==> config.mk <==
export PLATFORM = sky130hd
export DESIGN_NAME = c2e_norm
export DESIGN_NICKNAME = d
export VERILOG_FILES = /design/src/rtl/c2e_pkg.sv /design/src/rtl/c2e_norm.sv
export SDC_FILE = /design/constraint.sdc
export NUM_CORES = 1
export LEC_CHECK = 0
export ABC_AREA = 1
export BUFFER_PORTS_ARGS = -buffer_cell sky130_fd_sc_hd__buf_2
export CELL_PAD_IN_SITES_DETAIL_PLACEMENT = 0
export CELL_PAD_IN_SITES_GLOBAL_PLACEMENT = 2
export CORE_MARGIN = 2
export CORE_UTILIZATION = 43
export CTS_CLUSTER_DIAMETER = 40
export DETAILED_ROUTE_END_ITERATION = 7
export HOLD_SLACK_MARGIN = 0.08
export PLACE_DENSITY = 0.95
export SLEW_MARGIN = 25
export SYNTH_ARGS = -nofsm -noshare
export SYNTH_HDL_FRONTEND = slang
export SYNTH_SLANG_ARGS = --single-unit
export TNS_END_PERCENT = 20
==> constraint.sdc <==
create_clock -name clk -period 11.2 [get_ports clk]
set_input_delay 1.68 -clock clk [delete_from_list [all_inputs] [get_ports clk]]
set_output_delay 1.68 -clock clk [all_outputs]
set_load 0.02 [all_outputs]
==> src/rtl/c2e_pkg.sv <==
`timescale 1ns / 1ps
// ----------------------------------------------------------------------------
// c2e_pkg
// Shared widths, types and tables of the normalized 3x3 convolution block.
// ----------------------------------------------------------------------------
package c2e_pkg;

  localparam int unsigned MAX_WIDTH    = 1024;
  localparam int unsigned MASK_SIZE    = 3;
  localparam int unsigned HEIGHT_LIMIT = 1024;

  localparam int unsigned ADDR_W    = $clog2(MAX_WIDTH);
  localparam int unsigned POS_W     = 11;
  localparam int unsigned PIX_W     = 8;
  localparam int unsigned COEF_W    = 16;
  localparam int unsigned ROW_W     = MASK_SIZE * COEF_W;
  localparam int unsigned CFG_IDX_W = 3;
  localparam int unsigned FILT_W    = 12;

  // widest image row: the line store depth, capped at what the position counters can express
  localparam int unsigned WIDTH_CAP = (MAX_WIDTH > 2047) ? 2047 : MAX_WIDTH;

  localparam int unsigned PSUM_W      = 26;
  localparam int unsigned ACC_W       = 28;
  localparam int unsigned FRAC_BITS   = 12;
  localparam int unsigned MAG_W       = 15;
  localparam int unsigned RECIP_SHIFT = 20;
  localparam int unsigned RECIP_W     = 21;
  localparam int unsigned PROD_W      = MAG_W + RECIP_W;
  localparam int unsigned QMAG_W      = PROD_W - RECIP_SHIFT;
  localparam int unsigned TAPS_W      = 4;

  localparam int unsigned FILT_POS_MAX = 2047;
  localparam int unsigned FILT_NEG_MAX = 2048;

  typedef enum logic [CFG_IDX_W-1:0] {
    REG_WIDTH  = 3'd0,
    REG_HEIGHT = 3'd1,
    REG_COEF0  = 3'd2,
    REG_COEF1  = 3'd3,
    REG_COEF2  = 3'd4
  } cfg_reg_t;

  typedef logic [MASK_SIZE-1:0]             mask_t;
  typedef logic [MASK_SIZE-1:0][PIX_W-1:0]  pix_col_t;
  typedef logic [MASK_SIZE-1:0][COEF_W-1:0] coef_col_t;

  typedef struct packed {
    logic              valid;
    logic              fend;
    logic [TAPS_W-1:0] taps;
  } tag_t;

  function automatic logic [1:0] count3(input mask_t m);
    logic [1:0] c;
    c = '0;
    for (int i = 0; i < MASK_SIZE; i++) begin
      c = c + {1'b0, m[i]};
    end
    return c;
  endfunction

  // ceil(2^20 / n); zero taps give a zero result
  function automatic logic [RECIP_W-1:0] recip(input logic [TAPS_W-1:0] n);
    logic [RECIP_W-1:0] r;
    case (n)
      4'd1:    r = 21'd1048576;
      4'd2:    r = 21'd524288;
      4'd3:    r = 21'd349526;
      4'd4:    r = 21'd262144;
      4'd5:    r = 21'd209716;
      4'd6:    r = 21'd174763;
      4'd7:    r = 21'd149797;
      4'd8:    r = 21'd131072;
      4'd9:    r = 21'd116509;
      default: r = '0;
    endcase
    return r;
  endfunction

endpackage

==> src/rtl/c2e_norm.sv <==
`timescale 1ns / 1ps
// ----------------------------------------------------------------------------
// c2e_norm
// Divides the weighted sum by 4096 times the tap count, truncating toward zero.
// ----------------------------------------------------------------------------
module c2e_norm (
  input  logic                             clk,
  input  logic                             rst,
  input  logic                             en,
  input  c2e_pkg::tag_t                    tag_in,
  input  logic signed [c2e_pkg::ACC_W-1:0]  acc,
  output logic                             res_valid,
  output logic signed [c2e_pkg::FILT_W-1:0] res_value,
  output logic                             res_fend
);
  import c2e_pkg::*;

  tag_t               tag5;
  tag_t               tag6;
  logic               neg5;
  logic               neg6;
  logic [MAG_W-1:0]   mag5;
  logic [RECIP_W-1:0] recip5;
  logic [PROD_W-1:0]  prod6;
  logic [ACC_W-1:0]   acc_abs;
  logic [QMAG_W-1:0]  qm;
  logic signed [FILT_W-1:0] value;

  assign acc_abs = acc[ACC_W-1] ? ACC_W'(-acc) : ACC_W'(acc);

  always_ff @(posedge clk) begin
    if (rst) begin
      tag5      <= '0;
      tag6      <= '0;
      res_valid <= 1'b0;
    end else if (en) begin
      tag5      <= tag_in;
      tag6      <= tag5;
      res_valid <= tag6.valid;
    end
  end

  // sign-magnitude: drop the Q12 fraction, then divide by taps via reciprocal
  always_ff @(posedge clk) begin
    if (en) begin
      neg5      <= acc[ACC_W-1];
      mag5      <= acc_abs[FRAC_BITS +: MAG_W];
      recip5    <= recip(tag_in.taps);
      neg6      <= neg5;
      prod6     <= PROD_W'(mag5) * PROD_W'(recip5);
      res_value <= value;
      res_fend  <= tag6.fend;
    end
  end

  always_comb begin
    qm = prod6[RECIP_SHIFT +: QMAG_W];
    if (neg6) begin
      if (qm > QMAG_W'(FILT_NEG_MAX)) begin
        value = -FILT_W'(FILT_NEG_MAX);
      end else begin
        value = -FILT_W'(qm);
      end
    end else if (qm > QMAG_W'(FILT_POS_MAX)) begin
      value = FILT_W'(FILT_POS_MAX);
    end else begin
      value = FILT_W'(qm);
    end
  end

endmodule

==> run summary <==
outcome: complete, no violations
CORE AREA: 0.0308 mm^2
CP Class: reg2reg
register bit total from synthesis: 69
crit path buf inv count: 5
largest net degree at the start of global routing: 71
initial antenna violation count: 0
DR pass1 iterations: 5
Clock transition at path regs: 0.07 ns
critical path peak fanout: 15
Clock Tree Buf Depth: 2
CTS buffer count: 9
I/O pin total: 51
Mapped Area: 0.0135 mm^2
drt wl/cell: 17.8 um
Via density: 5.00
most numerous cell in the Yosys netlist: inv_1
worst r2r src: recip5[16]
f_max: 153 MHz
Cells after Synth: 1695
most frequent cells after synthesis: 513 x inv_1, 407 x nand2_1, 244 x fa_1, 102 x ha_1, 78 x nor2_1
sequential share of the synthesized area: 0.149
remaining antenna violation count: 0
Required @ worst endpoint: 11.32 ns
Synth top area share: 0.361
Sink Count: 69
HPWL after detailed placement: 30.3 mm
diode count: 0
vias in the first global route: 11179
final period utilization: 0.583
PortBufs: 50
die area: 0.0329 mm^2
reg2reg end: prod6[31]
Fin Setup TNS: 0 ns
nets: 2091
Slew @ Worst Pin: 0.941 ns
most used cell, CP: fa_1
CP max stage cell: edfxtp_1
Post-CTS Setup Inserts: 0
setup repair after global routing missed its margin: false
max-cap viol count: 0
die width: 181 um
DRT iter0 DRCs: 750
Vias: 10540
CP cell instances: nand2_1 > inv_1 > fa_1 > inv_1 > fa_1 > inv_1 > fa_1 > fa_1 > fa_1 > inv_1 > fa_1 > inv_1 > ha_1 > a21oi_1 > a21boi_0 > o21ai_0 > a21oi_1 > or2_1 > nand2_1 > nand2_1 > nand2_1
Synth area leader: fa_1
Skew-Pair Late Insertion Delay: 0.36 ns
Post-CTS Hold Fix Bufs: 0
Post-synth EDFFs: 64
final setup fails: 0
first-pass GRT wire length: 60.1 mm
dominant synthesized flop cell: edfxtp_1
RD Place Congestion: 0.895
Tmin final: 6.53 ns
flop-to-flop setup slack: 4.67 ns
Layout area overhead: 6.59%
CP max stage delay: 0.95 ns
DRC: 0
critical path arrival: 6.65 ns
count of final hold-check violations: 0
CP top delay family: adder cells
HP Start: tag6[4]
Worst slew margin: 0.373
Root Driver: clkbuf_16
Initial Util: 0.439
crit path launch type: flip-flop
Die Y: 181 um
post-synth cell types: 45
Tot GR Track Use: 0.242
fin. max-slew vios: 0
Worst Hold Path EP: res_fend
depth of the CTS H-tree: 3
syn nets: 2078
Worst Clk Skew: 0.0166 ns
Critical Path End Type: flip-flop
reg2reg path depth: 21
worst hold path depth: 0
syn avg cell area: 7.98 um^2
Hold WC Path Type: reg2reg
Area contributors post-synth: fa_1 36%, inv_1 14%, edfxtp_1 14%
Post-synth ARST share: 0
Ys Warns: 0
total routed wirelength: 37.5 mm
Site Rows: 64
total grt overflow: 0
CTS tree: done
count of cells resized by post-cts repair: 0
share of post-route cells with drive strength above 1: 0.0508
[cells by family after synthesis]
logic type | after synthesis | share of synthesized area
flip-flops | 69 | 0.149
AND/OR/NAND/NOR | 562 | 0.168
XOR/XNOR | 27 | 0.0175
buffers and inverters | 566 | 0.157
adder cells (fa/ha/maj) | 346 | 0.455
AO/OA/AOI/OAI | 125 | 0.0521
[flip-flops by register name (all words and copies together), names as in the netlist, 2 cells and up]
signal,cells
recip5,18
prod6,16
mag5,15
res_value,12
tag5,2
tag6,2
[metrics by stage]
step / setup slack, ns / cells / cell area [um^2] / hold WS (ns) / util
5_1_grt: 4.33 / 2109 / 14400 / 0.456 / 0.468
3_5_place_dp: 4.81 / 2093 / 14100 / 0.426 / 0.457
2_1_floorplan: 5.56 / 1695 / 13500 / 0.400 / -
6_report: 4.67 / 2109 / 14400 / 0.445 / 0.468
4_1_cts: 4.81 / 2109 / 14400 / 0.442 / 0.468
3_3_place_gp: 4.87 / 2093 / 14100 / 0.416 / 0.457
[layer usage]
metal,up-vias,track usage,share of wire
met4,0,0.0810,0.031
met1,5167,0.322,0.43
li1,4957,-,-
met2,350,0.394,0.46
met5,-,0,0
met3,66,0.0515,0.076
[worst max path at each step]
stage                from         to  slack, ns  cells past startpoint
3_3_place_gp      mag5[4]  prod6[31]       4.87                     19
6_report       recip5[16]  prod6[31]       4.67                     21
5_1_grt        recip5[16]  prod6[31]       4.33                     21
3_5_place_dp      mag5[4]  prod6[31]       4.81                     19
4_1_cts           mag5[4]  prod6[31]       4.81                     19
2_1_floorplan     mag5[5]  prod6[29]       5.56                     21
[cell type report]
class	instances	area, um^2
clock buffers	10	229
clock inverters	6	95.1
fillers	3072	16400
inverters	516	1940
multi-input cells	1060	9380
flip-flops and latches	69	2020
well taps	396	495
repair buffers	52	265
[layout by cell type (no fill, tap or decap), types with 2 or more instances in the layout]
cell	instances
buf_2	50
dfxtp_1	5
nor2_1	78
clkinv_4	3
edfxtp_1	64
clkbuf_16	9
nand4_1	6
inv_2	2
a21o_1	8
nand2_2	5
xor2_1	19
inv_1	513
buf_4	2
bufinv_16	2
nor4_1	2
a31oi_1	11
o21ai_1	8
o211ai_1	3
xnor2_1	8
nand3b_1	3
a211oi_1	2
fa_1	244
a21oi_1	47
nor2_2	3
ha_1	102
nor3_1	10
nand2_1	407
o21bai_1	4
or2_2	5
o21ai_0	36
nand3_1	35
[worst reg2reg max path, stage by stage, from the launching register on]
cell	delay, ns
edfxtp_1	0.95
nand2_1	0.23
inv_1	0.17
fa_1	0.44
inv_1	0.12
fa_1	0.41
inv_1	0.09
fa_1	0.41
fa_1	0.52
fa_1	0.54
inv_1	0.05
fa_1	0.59
inv_1	0.06
ha_1	0.32
a21oi_1	0.20
a21boi_0	0.38
o21ai_0	0.27
a21oi_1	0.21
or2_1	0.17
nand2_1	0.07
nand2_1	0.06
nand2_1	0.04
Power is not shown: default switching activity piles up to over one toggle a cycle in this logic, so the estimate is an artifact.
