## src/rtl/c2e_pkg.sv

```systemverilog
`timescale 1ns / 1ps
// ----------------------------------------------------------------------------
// c2e_pkg
// Shared widths, types and tables of the normalized 3x3 convolution block.
// ----------------------------------------------------------------------------
package c2e_pkg;

  localparam int unsigned MAX_WIDTH    = 1024;
  localparam int unsigned MASK_SIZE    = 3;
  localparam int unsigned HEIGHT_LIMIT = 1024;

  localparam int unsigned ADDR_W    = $clog2(MAX_WIDTH);
  localparam int unsigned POS_W     = 11;
  localparam int unsigned PIX_W     = 8;
  localparam int unsigned COEF_W    = 16;
  localparam int unsigned ROW_W     = MASK_SIZE * COEF_W;
  localparam int unsigned CFG_IDX_W = 3;
  localparam int unsigned FILT_W    = 12;

  // widest image row: the line store depth, capped at what the position counters can express
  localparam int unsigned WIDTH_CAP = (MAX_WIDTH > 2047) ? 2047 : MAX_WIDTH;

  localparam int unsigned PSUM_W      = 26;
  localparam int unsigned ACC_W       = 28;
  localparam int unsigned FRAC_BITS   = 12;
  localparam int unsigned MAG_W       = 15;
  localparam int unsigned RECIP_SHIFT = 20;
  localparam int unsigned RECIP_W     = 21;
  localparam int unsigned PROD_W      = MAG_W + RECIP_W;
  localparam int unsigned QMAG_W      = PROD_W - RECIP_SHIFT;
  localparam int unsigned TAPS_W      = 4;

  localparam int unsigned FILT_POS_MAX = 2047;
  localparam int unsigned FILT_NEG_MAX = 2048;

  typedef enum logic [CFG_IDX_W-1:0] {
    REG_WIDTH  = 3'd0,
    REG_HEIGHT = 3'd1,
    REG_COEF0  = 3'd2,
    REG_COEF1  = 3'd3,
    REG_COEF2  = 3'd4
  } cfg_reg_t;

  typedef logic [MASK_SIZE-1:0]             mask_t;
  typedef logic [MASK_SIZE-1:0][PIX_W-1:0]  pix_col_t;
  typedef logic [MASK_SIZE-1:0][COEF_W-1:0] coef_col_t;

  typedef struct packed {
    logic              valid;
    logic              fend;
    logic [TAPS_W-1:0] taps;
  } tag_t;

  function automatic logic [1:0] count3(input mask_t m);
    logic [1:0] c;
    c = '0;
    for (int i = 0; i < MASK_SIZE; i++) begin
      c = c + {1'b0, m[i]};
    end
    return c;
  endfunction

  // ceil(2^20 / n); zero taps give a zero result
  function automatic logic [RECIP_W-1:0] recip(input logic [TAPS_W-1:0] n);
    logic [RECIP_W-1:0] r;
    case (n)
      4'd1:    r = 21'd1048576;
      4'd2:    r = 21'd524288;
      4'd3:    r = 21'd349526;
      4'd4:    r = 21'd262144;
      4'd5:    r = 21'd209716;
      4'd6:    r = 21'd174763;
      4'd7:    r = 21'd149797;
      4'd8:    r = 21'd131072;
      4'd9:    r = 21'd116509;
      default: r = '0;
    endcase
    return r;
  endfunction

endpackage

```

## src/rtl/c2e_cell.sv

```systemverilog
`timescale 1ns / 1ps
// ----------------------------------------------------------------------------
// c2e_cell
// One window column: holds three taps, passes them left, forms its weighted sum.
// ----------------------------------------------------------------------------
module c2e_cell (
  input  logic                             clk,
  input  logic                             rst,
  input  logic                             shift,
  input  logic                             calc,
  input  c2e_pkg::pix_col_t                pix_in,
  output c2e_pkg::pix_col_t                pix_out,
  input  c2e_pkg::coef_col_t               coef,
  input  c2e_pkg::mask_t                   rmask,
  input  logic                             cvalid,
  output logic signed [c2e_pkg::PSUM_W-1:0] psum
);
  import c2e_pkg::*;

  pix_col_t                     pix;
  logic signed [PIX_W+COEF_W:0] prod [MASK_SIZE];
  logic signed [PSUM_W-1:0]     sum;

  always_ff @(posedge clk) begin
    if (rst) begin
      pix <= '0;
    end else if (shift) begin
      pix <= pix_in;
    end
  end

  assign pix_out = pix;

  always_comb begin
    sum = '0;
    for (int r = 0; r < MASK_SIZE; r++) begin
      prod[r] = $signed({1'b0, pix[r]}) * $signed(coef[r]);
      if (rmask[r] && cvalid) begin
        sum = sum + PSUM_W'(prod[r]);
      end
    end
  end

  always_ff @(posedge clk) begin
    if (calc) begin
      psum <= sum;
    end
  end

endmodule

```

## config.mk

```make
export PLATFORM = sky130hd
export DESIGN_NAME = c2e_cell
export DESIGN_NICKNAME = d
export VERILOG_FILES = /design/src/rtl/c2e_pkg.sv /design/src/rtl/c2e_cell.sv
export SDC_FILE = /design/constraint.sdc
export NUM_CORES = 1
export LEC_CHECK = 0
export BUFFER_PORTS_ARGS = -buffer_cell sky130_fd_sc_hd__buf_2
export CORE_MARGIN = 8
export CORE_UTILIZATION = 30
export CTS_BUF_LIST = sky130_fd_sc_hd__clkbuf_8
export CTS_CLUSTER_DIAMETER = 80
export DETAILED_ROUTE_END_ITERATION = 8
export PLACE_DENSITY = 0.52
export RECOVER_POWER = 100
export SYNTH_ARGS = -nofsm -noshare
export SYNTH_HDL_FRONTEND = slang
export SYNTH_SLANG_ARGS = --single-unit
export TNS_END_PERCENT = 10
```

## constraint.sdc

```tcl
create_clock -name clk -period 12.2 [get_ports clk]
set_clock_uncertainty 0.05 [all_clocks]
set_input_delay 1.83 -clock clk [delete_from_list [all_inputs] [get_ports clk]]
set_output_delay 1.83 -clock clk [all_outputs]
set_load 0.02 [all_outputs]
```

==> flow_summary.toml, run 1 <==
[global_route]
grtUsageTotal_pct = 14.2
grt_first_pass_wirelength_um = 75800
grt_pass1_vias = 14412
grt_max_degree = 29
antenna_found_initial = 1
overflow = 0

[worst_setup_path]
cp-start-kind = "input port"
cp.required_ns = 12.27
critPathCaptureType = "register"
rr_worst_depth = 31
ff2ff_setup_slack_ns = 1.93
crit_path_top_delay_cell = "nor3_1"
crit_fanout = 8
r2r_end = "psum[24]$_DFFE_PP_"
crit_arrival_ns = 11.01
slowest_delay_ns = 0.72
critPathKind = "input port to register"
cpMostUsedCell = "fa_1"
r2r_start = "pix_out[0]$_SDFFE_PP0P_"

[clock_network]
post_cts_buffers = 0
ctsResizeCount = 0
cts-buffers-inserted = 5
cts_hold_buffers = 0
clock_path_buffers = 2
clk_pin_slew_ns = 0.11
cts_tree = "yes"
worstSkewPairLatency_ns = 0.41
h-tree-depth = 2
cts_sinks = 50
cts_root_buffer = "clkbuf_8"

[placed_design]
io_buffer_count = 129
place_congestion = 0.882
place_area_um2 = 19000
place_inst = 2815
pre_cts_slack_ns = 1.18
dpl.hpwl_um = 39300

[finish]
postLayoutCellArea_um2 = 19100
fin_util_pct = 32.6
final_common_cell = "inv_1"
final_cells = 2826
layout.nets = 2647
area_delta_synth_final_pct = 8.33
layout_common_cells = "inv_1, fa_1, and2_1"
layout-drive-gt1-share_pct = 5.41

[timing]
relSlewSlack_pct = -61.7
worst_slack_ns = 1.26
hold_viol_final = 0
worstMarginPinSlew_ns = 2.43
report.final.slew_viol_count = 52
setup-tns-final_ns = 0
timing.fmax_mhz = 91.4
period_needed_ns = 10.94
setup_violations = 0
post-route-period-util_pct = 89.6
rsz0062_at_grt = "false"

[synthesis]
yosysWarnings = 0
synth_seq_area_share_pct = 7.16
syn_area_um2 = 17600
ys.flop_type = "edfxtp_1"
synth_edf_count = 26
synth_seq_cells = 50
syn_inst = 1961
avgSynthCellArea_um2 = 8.98
synth_nets = 2559
synthArstFlopShare_pct = 0
synth.distinct_cells = 74

[floorplan]
top_level_ports = 130
die_h_um = 258
core_um2 = 58600
die-area_um2 = 66700
start_util_pct = 30.1
die_x_um = 258
rows = 89

[worst_hold_path]
hp-start = "pix_out[6]$_SDFFE_PP0P_"
min_path_cells = 2
hold_path_class = "register to register"
holdPathEnd = "pix_out[6]$_SDFFE_PP0P_"

[detailed_routing]
drt_pre_antenna_iters = 5
drc = 0
wire_per_inst_um = 16.4
postRouteAntennaNets = 0
drtIter0Drc = 568
wl_um = 46200
vias = 13033
routed_via_density = 4.61

[outcome]
status = "finished with violations"
violations = "capacitance limit, slew limit"

[power_and_ir_drop]
netSwitchingFraction_pct = 53.7
p_leak_uw = 0.00997
max-vdd-ir-drop_uv = 62.7
clockPowerShare_pct = 7.0
p_switching_uw = 1110
comb_power_share_pct = 80.0
pwr-share-seq_pct = 13.0
internal_power_uw = 954
powerDensity_nw_per_um2 = 108

[run]
cap_violations = 2
-- sequential cells by signal, summed over array words and instances, names as in the netlist --
register,cells
pix_out,24
psum,26
-- critical path: cells and delay by family --
kind                     cells  cell delay [ns]
multiplexers                 1             0.18
AO/OA/AOI/OAI               14             3.45
adder cells (fa/ha/maj)      9             4.17
XOR/XNOR                     1             0.11
AND/OR/NAND/NOR              3             0.96
buffers and inverters        4             0.30
-- worst max path at each step --
stage | startpoint | to | slack [ns]
global placement | coef[7] | psum[24]$_DFFE_PP_ | 1.30
global route | coef[4] | psum[24]$_DFFE_PP_ | 0.67
floorplan | coef[9] | psum[25]$_DFFE_PP_ | 2.23
CTS | coef[9] | psum[24]$_DFFE_PP_ | 1.58
detailed placement | coef[9] | psum[24]$_DFFE_PP_ | 1.18
finish | coef[9] | psum[24]$_DFFE_PP_ | 1.26
-- Yosys cell counts (2+ instances only) --
cell	number	area share, %
inv_1	451	9.6
fa_1	352	40
and2_1	240	8.5
nand2_1	201	4.3
ha_1	166	12
nor2_1	80	1.7
a21oi_1	56	1.6
clkbuf_1	45	0.96
xnor2_1	42	2.1
a21o_1	30	1.3
mux2i_1	27	1.5
edfxtp_1	26	4.4
dfxtp_1	24	2.7
o21ai_0	24	0.68
xor2_1	21	1.0
nand3_1	16	0.45
nor3_1	15	0.43
mux2_2	12	0.77
o21ai_1	12	0.34
o21bai_1	12	0.51
a31oi_1	9	0.32
a211oi_1	8	0.34
o21a_1	8	0.34
nand2b_1	7	0.25
nor4_1	4	0.14
o31ai_1	4	0.17
or3_1	4	0.14
and3_1	3	0.11
buf_1	3	0.064
nor2b_1	3	0.11
o22ai_1	3	0.11
a221o_1	2	0.11
a221oi_2	2	0.17
a22o_1	2	0.099
a31o_1	2	0.099
nand4_1	2	0.071
nand4b_1	2	0.099
nor3b_1	2	0.085
o211a_1	2	0.11
o211ai_1	2	0.085
o31a_1	2	0.099
-- area by class of cell --
cell class	instances	area (µm²)
Fill cell	6259	39500
Inverter	451	1690
Clock buffer	5	68.8
Sequential cell	50	1260
Tap cell	773	967
Clock inverter	3	45.0
Timing Repair Buffer	131	591
Antenna cell	3	7.51
Multi-Input combinational cell	1410	14400
-- power groups by stage --
stage	logic, µW	registers [µW]	clock network (µW)
after floorplan	1220	280	0
after global placement	1640	272	0
after detailed placement	1670	271	0
after CTS	1680	268	152
after global routing	1870	274	156
final	1650	268	144
-- cell families (layout without fill, tap and decap cells) --
group                    after synthesis  count (layout)  synth area share (%)
other                                  0               3                     0
multiplexers                          41              41                  2.51
flip-flops                            50              50                  7.16
adder cells (fa/ha/maj)              518             518                  51.8
AO/OA/AOI/OAI                        201             201                  7.80
AND/OR/NAND/NOR                      587             587                  16.8
buffers and inverters                501             590                  10.8
XOR/XNOR                              63              63                  3.13
-- metrics by stage --
stage / power [µW] / hold WS [ns]
6_report: 2060 / 0.782
5_1_grt: 2300 / 0.849
4_1_cts: 2100 / 0.794
3_5_place_dp: 1940 / 0.777
3_3_place_gp: 1920 / 0.761
2_1_floorplan: 1500 / 0.583
-- routing by layer --
layer	wire (µm)	vias to the layer above	share of wire, %	GRT usage (%)
li1	-	6151	-	-
met1	20800	6598	45	18.4
met5	0	-	0	0
met4	1010	0	2.2	3.69
met2	22700	238	49	24.6
met3	1640	46	3.6	1.92
(Power assumes the default switching activity.)
==> run 2: changes to the inputs <==
--- a/config.mk
+++ b/config.mk
@@ -6,12 +6,14 @@
 export NUM_CORES = 1
 export LEC_CHECK = 0
 export BUFFER_PORTS_ARGS = -buffer_cell sky130_fd_sc_hd__buf_2
+export CELL_PAD_IN_SITES_DETAIL_PLACEMENT = 1
+export CELL_PAD_IN_SITES_GLOBAL_PLACEMENT = 2
 export CORE_MARGIN = 8
 export CORE_UTILIZATION = 30
 export CTS_BUF_LIST = sky130_fd_sc_hd__clkbuf_8
 export CTS_CLUSTER_DIAMETER = 80
 export DETAILED_ROUTE_END_ITERATION = 8
-export PLACE_DENSITY = 0.52
+export PLACE_DENSITY = 0.73
 export RECOVER_POWER = 100
 export SYNTH_ARGS = -nofsm -noshare
 export SYNTH_HDL_FRONTEND = slang
==> run 2 against run 1 <==
Effect of this change: the flow still finishes with violations (capacitance limit, slew limit); fmax decreased by 1.4%; register-to-register slack got worse by 0.17 ns; setup slack worse by 0.15 ns; hold slack gained 0.010 ns; global-route usage grew 1.2 points; clock power is 7% lower; flip-flop and latch count did not move; critical path depth did not move; core utilization shrank 0.071 points; die area did not move; non-clock buffer count fell by 1; critical endpoint unchanged.
==> flow_summary.toml, run 2 (same netlist as run 1, synthesis figures left out) <==
[detailed_routing]
routed_via_density = 4.68
drt_pre_antenna_iters = 4
postRouteAntennaNets = 0
drc = 0
drtIter0Drc = 290
wl_um = 50200
wire_per_inst_um = 17.8
vias = 13201

[placed_design]
dpl.hpwl_um = 43200
place_area_um2 = 19000
place_congestion = 0.833
io_buffer_count = 129
place_inst = 2814
pre_cts_slack_ns = 1.05

[clock_network]
cts_hold_buffers = 0
worstSkewPairLatency_ns = 0.39
h-tree-depth = 2
cts_tree = "yes"
clock_path_buffers = 2
ctsResizeCount = 0
post_cts_buffers = 0
cts_sinks = 50
cts_root_buffer = "clkbuf_8"
cts-buffers-inserted = 5
clk_pin_slew_ns = 0.15

[worst_setup_path]
critPathCaptureType = "register"
cp.required_ns = 12.31
crit_path_top_delay_cell = "nor3_1"
slowest_delay_ns = 0.79
critPathKind = "input port to register"
rr_worst_depth = 31
crit_fanout = 8
cpMostUsedCell = "fa_1"
cp-start-kind = "input port"
crit_arrival_ns = 11.20

[global_route]
overflow = 0
use_met2_pct = 28.2
antenna_found_initial = 3
grt_first_pass_wirelength_um = 82100
grt_max_degree = 29
grt_pass1_vias = 15254
grt_use_met3_pct = 1.97
gr-usage-met1_pct = 19.2
busiest_layer = "met2"
grtUsageTotal_pct = 15.4

[power_and_ir_drop]
max-vdd-ir-drop_uv = 65.5
p_leak_uw = 0.00997
netSwitchingFraction_pct = 54.9
p_switching_uw = 1140
pwr-share-seq_pct = 12.9
powerDensity_nw_per_um2 = 109
comb_power_share_pct = 80.7
clockPowerShare_pct = 6.4
internal_power_uw = 940

[floorplan]
die_x_um = 258
rows = 89
die-area_um2 = 66700
core_um2 = 58600
start_util_pct = 30.1
die_h_um = 258
top_level_ports = 130

[timing]
post-route-period-util_pct = 90.9
rsz0062_at_grt = "false"
relSlewSlack_pct = -65.8
setup-tns-final_ns = 0
hold_viol_final = 0
holdWs_ns = 0.792
timing.fmax_mhz = 90.2
period_needed_ns = 11.09
worst_slack_ns = 1.11
report.final.slew_viol_count = 52
worstMarginPinSlew_ns = 2.49
setup_violations = 0

[finish]
final_common_cell = "inv_1"
final_cells = 2822
layout.nets = 2646
layout_common_cells = "inv_1, fa_1, and2_1"
top_register = "psum"
postLayoutCellArea_um2 = 19000
largest_register_ffs = 26
area_delta_synth_final_pct = 8.10
insertedDiodeCount = 0
nFillCells = 7012
layout-drive-gt1-share_pct = 5.37

[outcome]
violations = "capacitance limit, slew limit"
status = "finished with violations"

[worst_hold_path]
min_path_cells = 2
hold_path_class = "register to register"

[run]
cap_violations = 2
-- run 2: changes by cell type in the layout (fill, tap and decap cells not counted), sizes merged --
cell and delta:
bufinv -1, clkinv +2, diode -3, buf -1
inv +1, clkinvlp -2
-- run 2: path summary, 6_finish.rpt --
kind,to,start,slack [ns]
max,psum[24]$_DFFE_PP_,coef[7],1.11
min,pix_out[6]$_SDFFE_PP0P_,pix_out[6]$_SDFFE_PP0P_,0.79
max reg2reg,psum[24]$_DFFE_PP_,pix_out[0]$_SDFFE_PP0P_,1.76
min reg2reg,pix_out[6]$_SDFFE_PP0P_,pix_out[6]$_SDFFE_PP0P_,0.79
-- run 2: metal layers --
layer  share of wire (%)  vias to the layer above
li1                    -                     6145
met1                  44                     6827
met2                  51                      167
met3                 2.9                       60
met4                 1.8                        2
met5               0.026                        -
-- run 2: critical path, delay by kind of cell --
| family | cells | cell delay [ns] |
|---|---|---|
| buf+inv | 4 | 0.30 |
| compound gates | 14 | 3.66 |
| mux | 1 | 0.18 |
| xor+xnor | 1 | 0.11 |
| fa+ha+maj | 9 | 4.07 |
| simple gates | 3 | 1.05 |
-- run 2: cell type report --
cell class / count / area (µm²) / share of cell area, %
inverters: 451 / 1690 / 8.89
well taps: 773 / 967 / 5.08
clock buffers: 5 / 68.8 / 0.361
flip-flops and latches: 50 / 1260 / 6.62
clock inverters: 3 / 28.8 / 0.151
multi-input cells: 1410 / 14400 / 75.8
repair buffers: 130 / 586 / 3.08
-- run 2: power groups by stage --
stage / clock (µW) / sequential [µW] / combinational, µW
2_1_floorplan: 0 / 280 / 1220
3_3_place_gp: 0 / 272 / 1670
3_5_place_dp: 0 / 272 / 1710
4_1_cts: 148 / 269 / 1720
5_1_grt: 150 / 274 / 1910
6_report: 134 / 269 / 1680
-- run 2: metrics by stage --
step	power, µW	util (%)
floorplan	1500	-
global placement	1940	32.5
detailed placement	1990	32.5
CTS	2140	32.7
global route	2340	32.5
finish	2080	32.5
==> run 3: changes to the inputs <==
--- a/config.mk
+++ b/config.mk
@@ -13,7 +13,8 @@
 export CTS_BUF_LIST = sky130_fd_sc_hd__clkbuf_8
 export CTS_CLUSTER_DIAMETER = 80
 export DETAILED_ROUTE_END_ITERATION = 8
-export PLACE_DENSITY = 0.73
+export GPL_ROUTABILITY_DRIVEN = 0
+export PLACE_DENSITY_LB_ADDON = 0.1
 export RECOVER_POWER = 100
 export SYNTH_ARGS = -nofsm -noshare
 export SYNTH_HDL_FRONTEND = slang
==> run 3 against run 2 <==
Effect of this change: the run still ends with capacitance limit, slew limit left; wire length up 4.4%; via count decreased by 0.75%; cell area is 0.30% higher; combinational power about the same; clock-buffer cell count did not move; sequential power is essentially flat; register-to-register slack improved by 0.15 ns; first-iteration DRC count down 4.5%; largest cell class unchanged; highest routed layer is now met4.
==> flow_summary.toml, run 3 (same netlist as run 1, synthesis figures left out) <==
[outcome]
status = "finished with violations"
violations = "capacitance limit, slew limit"

[worst_setup_path]
path_depth = 34
crit_fanout = 8
startpoint = "coef[4]"
r2r_end = "psum[24]$_DFFE_PP_"
critPathKind = "input port to register"
critPathCaptureType = "register"
cp-start-kind = "input port"
cp.required_ns = 12.31
slowest_delay_ns = 0.68
crit_arrival_ns = 11.09
path_delay_family = "adder cells"
r2r_start = "pix_out[0]$_SDFFE_PP0P_"
cpMostUsedCell = "fa_1"
ff2ff_setup_slack_ns = 1.91
crit_path_top_delay_cell = "a2111oi_0"
rr_worst_depth = 32
path_buf_inv = 4

[finish]
layout_common_cells = "inv_1, fa_1, and2_1"
area_delta_synth_final_pct = 8.42
final_common_cell = "inv_1"
layout.nets = 2649
layout-drive-gt1-share_pct = 5.51
postLayoutCellArea_um2 = 19100
largest_register_ffs = 26
top_register = "psum"

[global_route]
grtUsageTotal_pct = 16.3
overflow = 0
grt_first_pass_wirelength_um = 85300
antenna_found_initial = 2
grt_pass1_vias = 15218
grt_max_degree = 29

[timing]
setup_violations = 0
hold_viol_final = 0
timing.fmax_mhz = 91.0
report.final.slew_viol_count = 52
period_needed_ns = 10.99
post-route-period-util_pct = 90.1
holdWs_ns = 0.802
setup-tns-final_ns = 0
worstMarginPinSlew_ns = 2.59
rsz0062_at_grt = "false"
relSlewSlack_pct = -72.4
worst_slack_ns = 1.21

[floorplan]
die_x_um = 258
die_h_um = 258
rows = 89
start_util_pct = 30.1
top_level_ports = 130
die-area_um2 = 66700
core_um2 = 58600

[detailed_routing]
drc = 0
routed_via_density = 4.63
drtIter0Drc = 277
wl_um = 52500
drt_pre_antenna_iters = 4
vias = 13102
wire_per_inst_um = 18.6
postRouteAntennaNets = 0

[clock_network]
cts_sinks = 50
cts_tree = "yes"
h-tree-depth = 2
worstSkewPairLatency_ns = 0.41
clk_pin_slew_ns = 0.15
post_cts_buffers = 0
ctsResizeCount = 0
cts_hold_buffers = 0
cts_root_buffer = "clkbuf_8"
clock_path_buffers = 2
cts-buffers-inserted = 5

[power_and_ir_drop]
p_leak_uw = 0.00999
max-vdd-ir-drop_uv = 85.0
powerDensity_nw_per_um2 = 111

[placed_design]
io_buffer_count = 129
place_area_um2 = 19100
pre_cts_slack_ns = 1.04
dpl.hpwl_um = 44700

[worst_hold_path]
holdPathEnd = "pix_out[6]$_SDFFE_PP0P_"
hold_path_class = "register to register"
hp-start = "pix_out[6]$_SDFFE_PP0P_"
min_path_cells = 2

[run]
cap_violations = 2
[run 3: cell type report]
class / count / area [µm²]
Antenna cell: 2 / 5.00
Timing Repair Buffer: 133 / 606
Clock buffer: 5 / 68.8
Sequential cell: 50 / 1260
Multi-Input combinational cell: 1410 / 14400
Fill cell: 6999 / 39500
Tap cell: 773 / 967
Inverter: 451 / 1690
Clock inverter: 3 / 48.8
[run 3: worst max-delay path by stage]
| stage | endpoint |
|---|---|
| finish | psum[24]$_DFFE_PP_ |
| global route | psum[24]$_DFFE_PP_ |
| CTS | psum[24]$_DFFE_PP_ |
| detailed placement | psum[24]$_DFFE_PP_ |
| global placement | psum[24]$_DFFE_PP_ |
| floorplan | psum[25]$_DFFE_PP_ |
[run 3: stage by stage]
step | power (µW) | utilization (%) | cells
6_report | 2120 | 32.6 | 2827
5_1_grt | 2380 | 32.6 | 2826
3_3_place_gp | 1990 | 32.5 | 2817
4_1_cts | 2190 | 32.7 | 2825
3_5_place_dp | 2010 | 32.5 | 2817
2_1_floorplan | 1500 | - | 1961
[run 3: tightest hold or removal path: stages (launching register included)]
cell,delay [ns]
dfxtp_1,0.55
mux2i_1,0.23
nor2_1,0.05
[run 3: metal layers]
metal  up-vias  global-route usage (%)  part of all wire [%]
met3        27                    1.61                   2.0
met1      6798                    19.9                    43
met5         -                       0                     0
met4         0                    2.30                  0.98
met2       114                    31.1                    54
li1       6163                       -                     -
[run 3: power by group]
group / leakage [µW] / switching (µW) / internal (µW)
registers: 0.000462 / 48.4 / 224
logic: 0.00947 / 1010 / 672
clock network: 0.0000563 / 101 / 63.1
